### src/rtl/core/psd_pkg.sv
// Package for the point to segment distance pipeline.
// Holds the shared widths and the case select type; no dependencies.
package psd_pkg;

    localparam int CoordW = 16;
    localparam int DiffW  = 17;
    localparam int SqW    = 35;
    localparam int TW     = 16;
    localparam int OffW   = 42;
    localparam int MagW   = 26;
    localparam int RadW   = 52;
    localparam int RootW  = 26;
    localparam int DistW  = 17;

    typedef enum logic [1:0]
    {
        SEL_START = 2'd0,
        SEL_END   = 2'd1,
        SEL_PROJ  = 2'd2
    } sel_t;

endpackage

### src/rtl/core/psd_isqrt.sv
// Pipelined integer square root, two result bits per stage.
// Depends on psd_pkg for the radicand and root widths.
module psd_isqrt
    import psd_pkg::*;
#(
    parameter int TagW = 1
)
(
    input  logic             clk,
    input  logic             rst_n,
    input  logic             advance,
    input  logic             in_valid,
    input  logic [RadW-1:0]  in_rad,
    input  logic [TagW-1:0]  in_tag,
    output logic             out_valid,
    output logic [RootW-1:0] out_root,
    output logic [TagW-1:0]  out_tag
);

    localparam int Steps  = RootW;
    localparam int PerSt  = 2;
    localparam int Stages = Steps / PerSt;

    logic [RadW-1:0]  rem_reg  [Stages+1];
    logic [RootW-1:0] root_reg [Stages+1];
    logic [RadW-1:0]  src_reg  [Stages+1];
    logic [TagW-1:0]  tag_reg  [Stages+1];
    logic             vld_reg  [Stages+1];

    always_comb
    begin
        rem_reg[0]  = '0;
        root_reg[0] = '0;
        src_reg[0]  = in_rad;
        tag_reg[0]  = in_tag;
        vld_reg[0]  = in_valid;
    end

    for (genvar s = 0; s < Stages; s++)
    begin : g_st
        logic [RadW-1:0]  rem_next;
        logic [RootW-1:0] root_next;
        logic [RadW-1:0]  r_q;
        logic [RootW-1:0] q_q;
        logic [RadW-1:0]  s_q;
        logic [TagW-1:0]  t_q;
        logic             v_q;

        // Restoring digit recurrence: bring down two radicand bits, try 4q+1.
        always_comb
        begin
            logic [RadW-1:0]  r;
            logic [RootW-1:0] q;
            logic [RadW-1:0]  trial;
            r = rem_reg[s];
            q = root_reg[s];
            for (int k = 0; k < PerSt; k++)
            begin
                r = {r[RadW-3:0],
                     src_reg[s][RadW-1-2*(s*PerSt+k)],
                     src_reg[s][RadW-2-2*(s*PerSt+k)]};
                trial = {{(RadW-RootW-2){1'b0}}, q, 2'b01};
                if (r >= trial)
                begin
                    r = r - trial;
                    q = {q[RootW-2:0], 1'b1};
                end
                else
                begin
                    q = {q[RootW-2:0], 1'b0};
                end
            end
            rem_next  = r;
            root_next = q;
        end

        always_ff @(posedge clk or negedge rst_n)
        begin
            if (!rst_n)
            begin
                v_q <= 1'b0;
            end
            else if (advance)
            begin
                v_q <= vld_reg[s];
            end
        end

        always_ff @(posedge clk)
        begin
            if (advance)
            begin
                r_q <= rem_next;
                q_q <= root_next;
                s_q <= src_reg[s];
                t_q <= tag_reg[s];
            end
        end

        always_comb
        begin
            rem_reg[s+1]  = r_q;
            root_reg[s+1] = q_q;
            src_reg[s+1]  = s_q;
            tag_reg[s+1]  = t_q;
            vld_reg[s+1]  = v_q;
        end
    end

    assign out_valid = vld_reg[Stages];
    assign out_root  = root_reg[Stages];
    assign out_tag   = tag_reg[Stages];

endmodule

### config.mk
export PLATFORM = sky130hd
export DESIGN_NAME = psd_isqrt
export DESIGN_NICKNAME = d
export VERILOG_FILES = /design/src/rtl/core/psd_pkg.sv /design/src/rtl/core/psd_isqrt.sv
export SDC_FILE = /design/constraint.sdc
export NUM_CORES = 2
export LEC_CHECK = 0
export BUFFER_PORTS_ARGS = -buffer_cell sky130_fd_sc_hd__buf_2
export CAP_MARGIN = 20
export CORE_ASPECT_RATIO = 0.8
export CORE_UTILIZATION = 50
export DETAILED_ROUTE_END_ITERATION = 6
export PLACE_DENSITY = 0.75
export SETUP_SLACK_MARGIN = 0.02
export SYNTH_ARGS = -nofsm -noshare
export SYNTH_HDL_FRONTEND = slang
export SYNTH_SLANG_ARGS = --single-unit
### constraint.sdc
create_clock -name clk -period 18.75 [get_ports clk]
set_input_delay 3.75 -clock clk [delete_from_list [all_inputs] [get_ports clk]]
set_output_delay 3.75 -clock clk [all_outputs]
set_load 0.01 [all_outputs]
==> metrics.cfg <==
[place]
port_buffers=84
gp_congestion=0.988
dp_hpwl_mm=157
dp_worst_setup_slack_ns=11.13
placed_cell_area_sq_mm=0.0758
placedCellCount=9319

[finish]
fillCellCount=12800
multiInputGateArea_sq_mm=0.0388
final_util_pct=54.9
fin_nets=7967
design_area_sq_mm=0.0798
layout.cells.non_filler=9543
final_layout_size_suffix_gt1_share_pct=6.94
area_growth_pct=8.83
final-seq-area_sq_mm=0.0324

[setup_path]
reg2regPathDepth=19
critPathMaxFanout=24
crit_end=g_st[5].r_q[10]$_DFFE_PP_
arrival_ns=8.45
crit_required_ns=19.29
critical_path.max_stage_delay_ns=0.74
crit_chain=inv_1, ha_1, and2_1, and3_1, a21boi_1, nand4_1, buf_4, inv_1, nand2_1, nand2_1, ha_1, a21o_1, or4_1, o21ai_0, o211a_1, nand4bb_1, nor2_2, clkinv_1, a21oi_1
crit_path_top_delay_cell=nor2_2
path_class=reg -> reg
cp-end-kind=flop
crit_start=g_st[4].q_q[8]$_DFFE_PP_
r2r_setup_slack_ns=10.85
crit-reg2reg-launch=g_st[4].q_q[8]$_DFFE_PP_
startpoint_type=flop
worst_r2r_endpoint=g_st[5].r_q[10]$_DFFE_PP_

[synthesis]
synthCells=7487
synth-main-ff-cell=edfxtp_1
synth-seq-area-share_pct=44.2
yosys.area.top_type=edfxtp_1
synthArstFlopShare_pct=1.20
synth_seq_cells=1081
synthTopCellsByArea=edfxtp_1 (44%), ha_1 (6.4%), xnor2_1 (6.4%)
synth_most_common_cell=edfxtp_1
synth_area_sq_mm=0.0733
synth_top_cell_area_share_pct=43.7
syn_avg_cell_area_sq_um=9.80
synth_warnings=0
synth.distinct_cells=106
synth-edff-count=1068
synth_common_cells=edfxtp_1 (1068), nor2_1 (653), nand2_1 (604)

[sta]
slew_headroom_pct=26.2
tns_ns=0
rsz0062_at_grt=false
hold_violations=0
final.setup.worst_slack_ns=10.85
period_needed_ns=7.90
fin_skew_ns=0.0931
worst_hold_slack_ns=0.385
max_freq_mhz=127
maxSlewViolCount=0
finalSetupViolCount=0
fin_crit_sh_pct=42.2
worst_pin_slew_ns=1.08

[power_and_ir_drop]
vdd_ir_drop_max_mv=0.108
power_density_mw_per_mm2=118
power_leakage_nw=29.3
total_power_mw=9.44

[grt]
antenna_found_initial=8
track_usage_pct=26.5
grt_pass1_vias=54000
grt_pass1_wl_mm=311
grt_max_degree=186
gr-total-overflow=0

[die]
boundaryPins=85
die_h_um=345
fp.dieArea_sq_mm=0.148
die_w_um=430
core_sq_mm=0.145
row_count=125
start_util_pct=50.4

[clocking]
clockBufferDepth=3
insertion_delay_ns=0.81
path_clk_slew_ns=0.07
cts_tree=done
cts_sinks=1081
numCtsBuffers=114
htreeDepth=3
cts_setup_buffers=0
ctsRootBufferMaster=clkbuf_16
hold_buffers=0
cts_resized=0

[routing]
ant_nets=0
totalWireLength_mm=202
avgViaCountPerCell=6.19
wl_per_cell_um=21.2
num_vias=59100
drt_iter0_drc=6610
drc_errors=3
firstDrtPassIters=7

[worst_hold_path]
holdCritPathClass=reg -> reg

[run]
cap_violations=0

[outcome]
violations=DRC
status=finished, violations left

[routing by layer]
metal	vias to the layer above	wire length (um)	GRT usage (%)
li1	28000	-	-
met1	28400	97700	41.2
met2	2396	83000	37.8
met3	240	18400	5.72
met4	2	3300	4.91
met5	-	12	0
[layout make-up]
| cell class | count | area share, % |
|---|---|---|
| repair buffers | 143 | 1.17 |
| inverters | 354 | 1.67 |
| flip-flops and latches | 1081 | 40.6 |
| clock buffers | 128 | 3.64 |
| multi-input cells | 5840 | 48.6 |
| diodes | 5 | 0.0157 |
| well taps | 1905 | 2.99 |
| clock inverters | 87 | 1.34 |
[critical path, delay by kind of cell (launching register included)]
kind | cells | cell delay [ns]
AO/OA/AOI/OAI | 5 | 2.10
adder cells (fa/ha/maj) | 2 | 0.64
flip-flops | 1 | 0.60
AND/OR/NAND/NOR | 8 | 2.61
buffers and inverters | 4 | 1.69
[cells in the final DEF, fill, tap and decap left out, drive strengths merged, types with 58 or more instances in the layout]
cell	synthesis	final
buf	40	141
nor4	176	176
o21ai	329	329
mux2	58	58
edfxtp	1068	1068
o31ai	71	71
or4	104	104
a21oi	479	479
nand2b	79	79
nand2	604	604
and3	80	80
or3	118	118
and2	69	69
or2	73	73
inv	351	359
nand3	236	236
clkbuf	174	129
o21a	78	78
ha	376	376
nor3	270	270
a21o	190	190
xnor2	538	538
xor2	354	354
nor2b	70	70
nor2	654	654
nand4	152	152
[power breakdown]
group / switching (mW) / internal, mW
Combinational: 2.19 / 1.39
Clock: 1.02 / 1.36
Sequential: 0.337 / 3.14
Total: 3.55 / 5.89
[registers in the layout, summed over array words and instances, names as in the netlist]
register and count:
g_st.q_q 156, out_root 26, out_valid 1, g_st.r_q 561, out_tag 1, g_st.t_q 12
g_st.s_q 312, g_st.v_q 12
[how the worst min path moves through the flow]
stage / from / endpoint / slack, ns / cells after the start
after detailed placement: g_st[10].s_q[2]$_DFFE_PP_ / g_st[11].s_q[2]$_DFFE_PP_ / 0.40 / 0
final: g_st[0].s_q[29]$_DFFE_PP_ / g_st[1].s_q[29]$_DFFE_PP_ / 0.38 / 0
after global placement: g_st[7].s_q[1]$_DFFE_PP_ / g_st[8].s_q[1]$_DFFE_PP_ / 0.40 / 0
after CTS: g_st[0].s_q[29]$_DFFE_PP_ / g_st[1].s_q[29]$_DFFE_PP_ / 0.39 / 0
after global routing: g_st[0].s_q[29]$_DFFE_PP_ / g_st[1].s_q[29]$_DFFE_PP_ / 0.41 / 0
after floorplan: g_st[9].s_q[0]$_DFFE_PP_ / g_st[10].s_q[0]$_DFFE_PP_ / 0.40 / 0
[cell families after synthesis]
family | Yosys count | share of synthesized area (%)
buffers and inverters | 568 | 2.99
other | 1 | 0.00511
adder cells (fa/ha/maj) | 376 | 6.41
flip-flops | 1081 | 44.2
AND/OR/NAND/NOR | 2893 | 20.5
AO/OA/AOI/OAI | 1596 | 14.0
XOR/XNOR | 892 | 10.7
multiplexers | 80 | 1.19
Note: power is estimated with default switching activity, not from simulation.
