**config.mk**
```make
export PLATFORM = sky130hd
export DESIGN_NAME = psd_tdiv
export DESIGN_NICKNAME = d
export VERILOG_FILES = /design/src/rtl/core/psd_pkg.sv /design/src/rtl/core/psd_tdiv.sv
export SDC_FILE = /design/constraint.sdc
export NUM_CORES = 2
export LEC_CHECK = 0
export BUFFER_PORTS_ARGS = -buffer_cell sky130_fd_sc_hd__buf_2
export CAP_MARGIN = 10
export CORE_ASPECT_RATIO = 1.4
export CORE_MARGIN = 3
export CORE_UTILIZATION = 65
export CTS_CLUSTER_DIAMETER = 50
export CTS_CLUSTER_SIZE = 24
export DETAILED_ROUTE_END_ITERATION = 7
export GPL_ROUTABILITY_DRIVEN = 0
export GPL_TIMING_DRIVEN = 0
export PLACE_DENSITY = 0.84
export SLEW_MARGIN = 0
export SYNTH_ARGS = -nofsm -noshare
export SYNTH_HDL_FRONTEND = slang
export SYNTH_SLANG_ARGS = --single-unit
```
**constraint.sdc**
```tcl
create_clock -name clk -period 12.8 [get_ports clk]
set_input_delay 1.28 -clock clk [delete_from_list [all_inputs] [get_ports clk]]
set_output_delay 1.28 -clock clk [all_outputs]
set_load 0.05 [all_outputs]
```
**src/rtl/core/psd_pkg.sv**
```systemverilog
// Package for the point to segment distance pipeline.
// Holds the shared widths and the case select type; no dependencies.
package psd_pkg;

    localparam int CoordW = 16;
    localparam int DiffW  = 17;
    localparam int SqW    = 35;
    localparam int TW     = 16;
    localparam int OffW   = 42;
    localparam int MagW   = 26;
    localparam int RadW   = 52;
    localparam int RootW  = 26;
    localparam int DistW  = 17;

    typedef enum logic [1:0]
    {
        SEL_START = 2'd0,
        SEL_END   = 2'd1,
        SEL_PROJ  = 2'd2
    } sel_t;

endpackage

```
**src/rtl/core/psd_tdiv.sv**
```systemverilog
// Pipelined restoring divider for t = floor(num * 2^16 / len2), two bits per stage.
// Depends on psd_pkg; carries the offset operands alongside.
module psd_tdiv
    import psd_pkg::*;
#(
    parameter int TagW = 1
)
(
    input  logic             clk,
    input  logic             rst_n,
    input  logic             advance,
    input  logic             in_valid,
    input  logic [SqW-1:0]   in_num,
    input  logic [SqW-1:0]   in_den,
    input  logic [TagW-1:0]  in_tag,
    output logic             out_valid,
    output logic [TW-1:0]    out_t,
    output logic [TagW-1:0]  out_tag
);

    // Since 0 < num < den, the quotient fits in 16 bits; each stage takes two bits.
    localparam int PerSt  = 2;
    localparam int Stages = TW / PerSt;

    logic [SqW:0]    rem_reg [Stages+1];
    logic [SqW-1:0]  den_reg [Stages+1];
    logic [TW-1:0]   q_reg   [Stages+1];
    logic [TagW-1:0] tag_reg [Stages+1];
    logic            vld_reg [Stages+1];

    always_comb
    begin
        rem_reg[0] = {1'b0, in_num};
        den_reg[0] = in_den;
        q_reg[0]   = '0;
        tag_reg[0] = in_tag;
        vld_reg[0] = in_valid;
    end

    for (genvar s = 0; s < Stages; s++)
    begin : g_st
        logic [SqW:0]    rem_next;
        logic [TW-1:0]   q_next;
        logic [SqW:0]    r_q;
        logic [SqW-1:0]  d_q;
        logic [TW-1:0]   qq;
        logic [TagW-1:0] t_q;
        logic            v_q;

        always_comb
        begin
            logic [SqW+1:0] r2;
            logic [TW-1:0]  q;
            r2 = {1'b0, rem_reg[s]};
            q  = q_reg[s];
            for (int k = 0; k < PerSt; k++)
            begin
                r2 = {r2[SqW:0], 1'b0};
                if (r2 >= {2'b00, den_reg[s]})
                begin
                    r2 = r2 - {2'b00, den_reg[s]};
                    q  = {q[TW-2:0], 1'b1};
                end
                else
                begin
                    q  = {q[TW-2:0], 1'b0};
                end
            end
            rem_next = r2[SqW:0];
            q_next   = q;
        end

        always_ff @(posedge clk or negedge rst_n)
        begin
            if (!rst_n)
            begin
                v_q <= 1'b0;
            end
            else if (advance)
            begin
                v_q <= vld_reg[s];
            end
        end

        always_ff @(posedge clk)
        begin
            if (advance)
            begin
                r_q <= rem_next;
                d_q <= den_reg[s];
                qq  <= q_next;
                t_q <= tag_reg[s];
            end
        end

        always_comb
        begin
            rem_reg[s+1] = r_q;
            den_reg[s+1] = d_q;
            q_reg[s+1]   = qq;
            tag_reg[s+1] = t_q;
            vld_reg[s+1] = v_q;
        end
    end

    assign out_valid = vld_reg[Stages];
    assign out_t     = q_reg[Stages];
    assign out_tag   = tag_reg[Stages];

endmodule

```
==> impl_metrics.json <==
{
  "ant_nets": 0,
  "finalCritPeriodShare_pct": 78.6,
  "root_buffer": "clkbuf_16",
  "skew_ps": 21.9,
  "period_minus_slack_ps": 10060,
  "grt_pass1_vias": 45700,
  "dp_hpwl_mm": 118,
  "clkTransAtPathRegs_ps": 70,
  "clock-sinks": 585,
  "cts_resized": 0,
  "cts_buffers": 48,
  "overflow": 0,
  "netlist_area_mm2": 0.0521,
  "holdBufCountCts": 0,
  "nFillCells": 5886,
  "violations": "max-capacitance violations",
  "ys.flop_type": "edfxtp_1",
  "die_y_um": 341,
  "max_cap_violations": 1,
  "drt-pass1-iter-count": 6,
  "antenna_found_initial": 2,
  "drc": 0,
  "setup_tns_ps": 0,
  "die_x_um": 245,
  "synthCells": 5640,
  "dr_total_vias": 44300,
  "grt_max_degree": 137,
  "startpoint_type": "input port",
  "place_ws_ps": 2000,
  "end_kind": "flip-flop",
  "io_buffers": 92,
  "synth_cell_types": 91,
  "drt_iter0_drc": 2600,
  "layout_setup_ws_ps": 2740,
  "synth_nets": 6275,
  "muxShareOfSynthArea_pct": 6.33,
  "synth_top_family_by_area": "compound AO/OA/AOI/OAI gates",
  "final_cell_mix": "a21oi_1 (600), edfxtp_1 (577), ha_1 (552)",
  "synth_simple_gate_area_share_pct": 12.7,
  "multi_input_area_mm2": 0.0324,
  "outcome": "finished with violations",
  "clockBufferDepth": 3,
  "relSlewSlack_pct": 1.83,
  "coreArea_mm2": 0.0792,
  "grt_pass1_wl_mm": 226,
  "ys_warn_count": 0,
  "crit_path_max_fanout": 10,
  "synth_seq_cells": 585,
  "timing.fmax_mhz": 99.4,
  "avgViaCountPerCell": 6.44,
  "hold_path_class": "reg -> reg",
  "cts_tree": "yes",
  "drive_gt1_share_pct": 9.20,
  "synth_area_per_cell_um2": 9.24,
  "htreeDepth": 2,
  "clkLatencyLatePin_ps": 640,
  "wl_per_cell_um": 21.4,
  "final_common_cell": "a21oi_1",
  "finalMaxSlewViolations": 0,
  "synth_compound_area_share_pct": 21.8,
  "final_util_pct": 70.3,
  "drt_wl_total_mm": 147,
  "synth_seq_area_share_pct": 33.6,
  "synthAdderAreaFrac_pct": 13.6,
  "timing.hold.ws_ps": 412,
  "rsz0062_at_grt": "no",
  "syn_to_final_growth_pct": 6.93,
  "nets": 6424,
  "worstPathRequired_ps": 13180,
  "hold_viol_final": 0,
  "criticalPathCategory": "in -> reg",
  "initial_core_util_pct": 65.7,
  "ys_async_sr_fraction_pct": 1.37,
  "setup_violations": 0,
  "die_area_mm2": 0.0836,
  "grt_usage_pct": 34.3,
  "synth-edff-count": 577,
  "synth_xor_area_share_pct": 7.70,
  "row_count": 122,
  "num_io_pins": 93,
  "worst_slew_pin_slew_ps": 1460,
  "seq_area_mm2": 0.0175,
  "post_cts_buffers": 0,
  "cp.arrival_ps": 10440
}
[synth_stat cells (25+ instances only)]
cell type  instances  area share (%)
a21oi_1          600             5.8
edfxtp_1         577              33
ha_1             552              13
nor2_1           399             2.9
inv_1            396             2.9
nand2_1          357             2.6
o21ai_0          355             3.4
a21o_1           300             4.3
xnor2_1          296             5.0
mux2_2           247             5.3
xor2_1           160             2.7
clkbuf_1         113            0.81
nand3_1          113             1.1
nand4_1           94             1.1
nor3_1            84            0.81
o21bai_1          78             1.1
nor2b_1           71            0.85
a31oi_1           69            0.83
o21a_1            66            0.95
and3_1            55            0.66
nand2b_1          55            0.66
a211oi_1          49            0.71
and2_1            33            0.40
o211ai_1          31            0.45
o31ai_1           30            0.43
mux2_1            29            0.63
buf_2             28            0.27
nor4_1            25            0.30
or3_1             25            0.30
[path summary, 6_finish.rpt]
kind | startpoint | endpoint | slack [ps] | depth (start not counted)
hold reg to reg | g_st[3].qq[0] | g_st[4].qq[2] | 410 | 0
min in group asynchronous | rst_n | g_st[4].v_q | 470 | 1
hold / removal | g_st[3].qq[0] | g_st[4].qq[2] | 410 | 0
max in group asynchronous | rst_n | g_st[2].v_q | 12170 | 1
setup / recovery | in_den[0] | g_st[0].r_q[32] | 2740 | 27
setup reg to reg | g_st[0].d_q[4] | g_st[1].r_q[34] | 3560 | 25
[cell type report]
type,count,area share (%)
tap,1054,2.37
sequential,585,31.5
buffer,162,1.29
inverter,400,2.70
clock inverter,29,0.669
multi-input combinational,4493,58.1
clock buffer,56,2.29
antenna,1,0.00449
timing repair buffer,99,1.12
[state kept, by name (all words and copies together) (netlist names)]
name / flops
out_tag: 1
g_st.r_q: 252
out_valid: 1
g_st.qq: 56
g_st.t_q: 7
g_st.d_q: 245
out_t: 16
g_st.v_q: 7
[routing by layer]
metal	wire length, µm	vias to the layer above	global-route usage [%]	share of wire [%]
met3	6010	868	4.83	4.1
met4	21100	0	41.5	14
li1	-	21200	-	-
met1	45100	20400	27.6	31
met5	0	-	0	0
met2	74600	1781	63.9	51
[cell families (layout without fill, tap and decap cells)]
kind of cell               Yosys count  in the layout
AOI/OAI and AO/OA                 1805           1805
muxes                              292            292
xor gates and xnor gates           457            457
buffers and inverters              562            746
other                                0              1
adders and majority gates          560            560
DFF                                585            585
and+or+nand+nor                   1379           1379
[worst max-delay path, cell delays in order]
cell	delay, ps
buf_2	150
inv_1	160
fa_1	290
a211oi_1	120
o21ai_0	350
a21oi_1	190
nor2_1	500
a22oi_1	310
o31ai_2	1210
clkbuf_1	750
buf_1	630
a21oi_1	220
ha_1	330
clkbuf_1	310
o21a_1	200
nand3_1	80
a211oi_1	400
nor2_1	160
o21ai_0	590
a21bo_2	320
a41oi_1	180
o21ai_0	240
nor3_1	140
clkbuf_4	220
nand2_1	240
buf_2	450
mux2_2	400
[through the flow]
stage | std cells | instance area [µm²]
2_1_floorplan | 5640 | 52100
3_3_place_gp | 6786 | 53900
5_1_grt | 6878 | 55700
6_report | 6879 | 55700
4_1_cts | 6877 | 55700
3_5_place_dp | 6792 | 54000
Power is not shown: default switching activity piles up to over one toggle a cycle in this logic, so the estimate is an artifact.
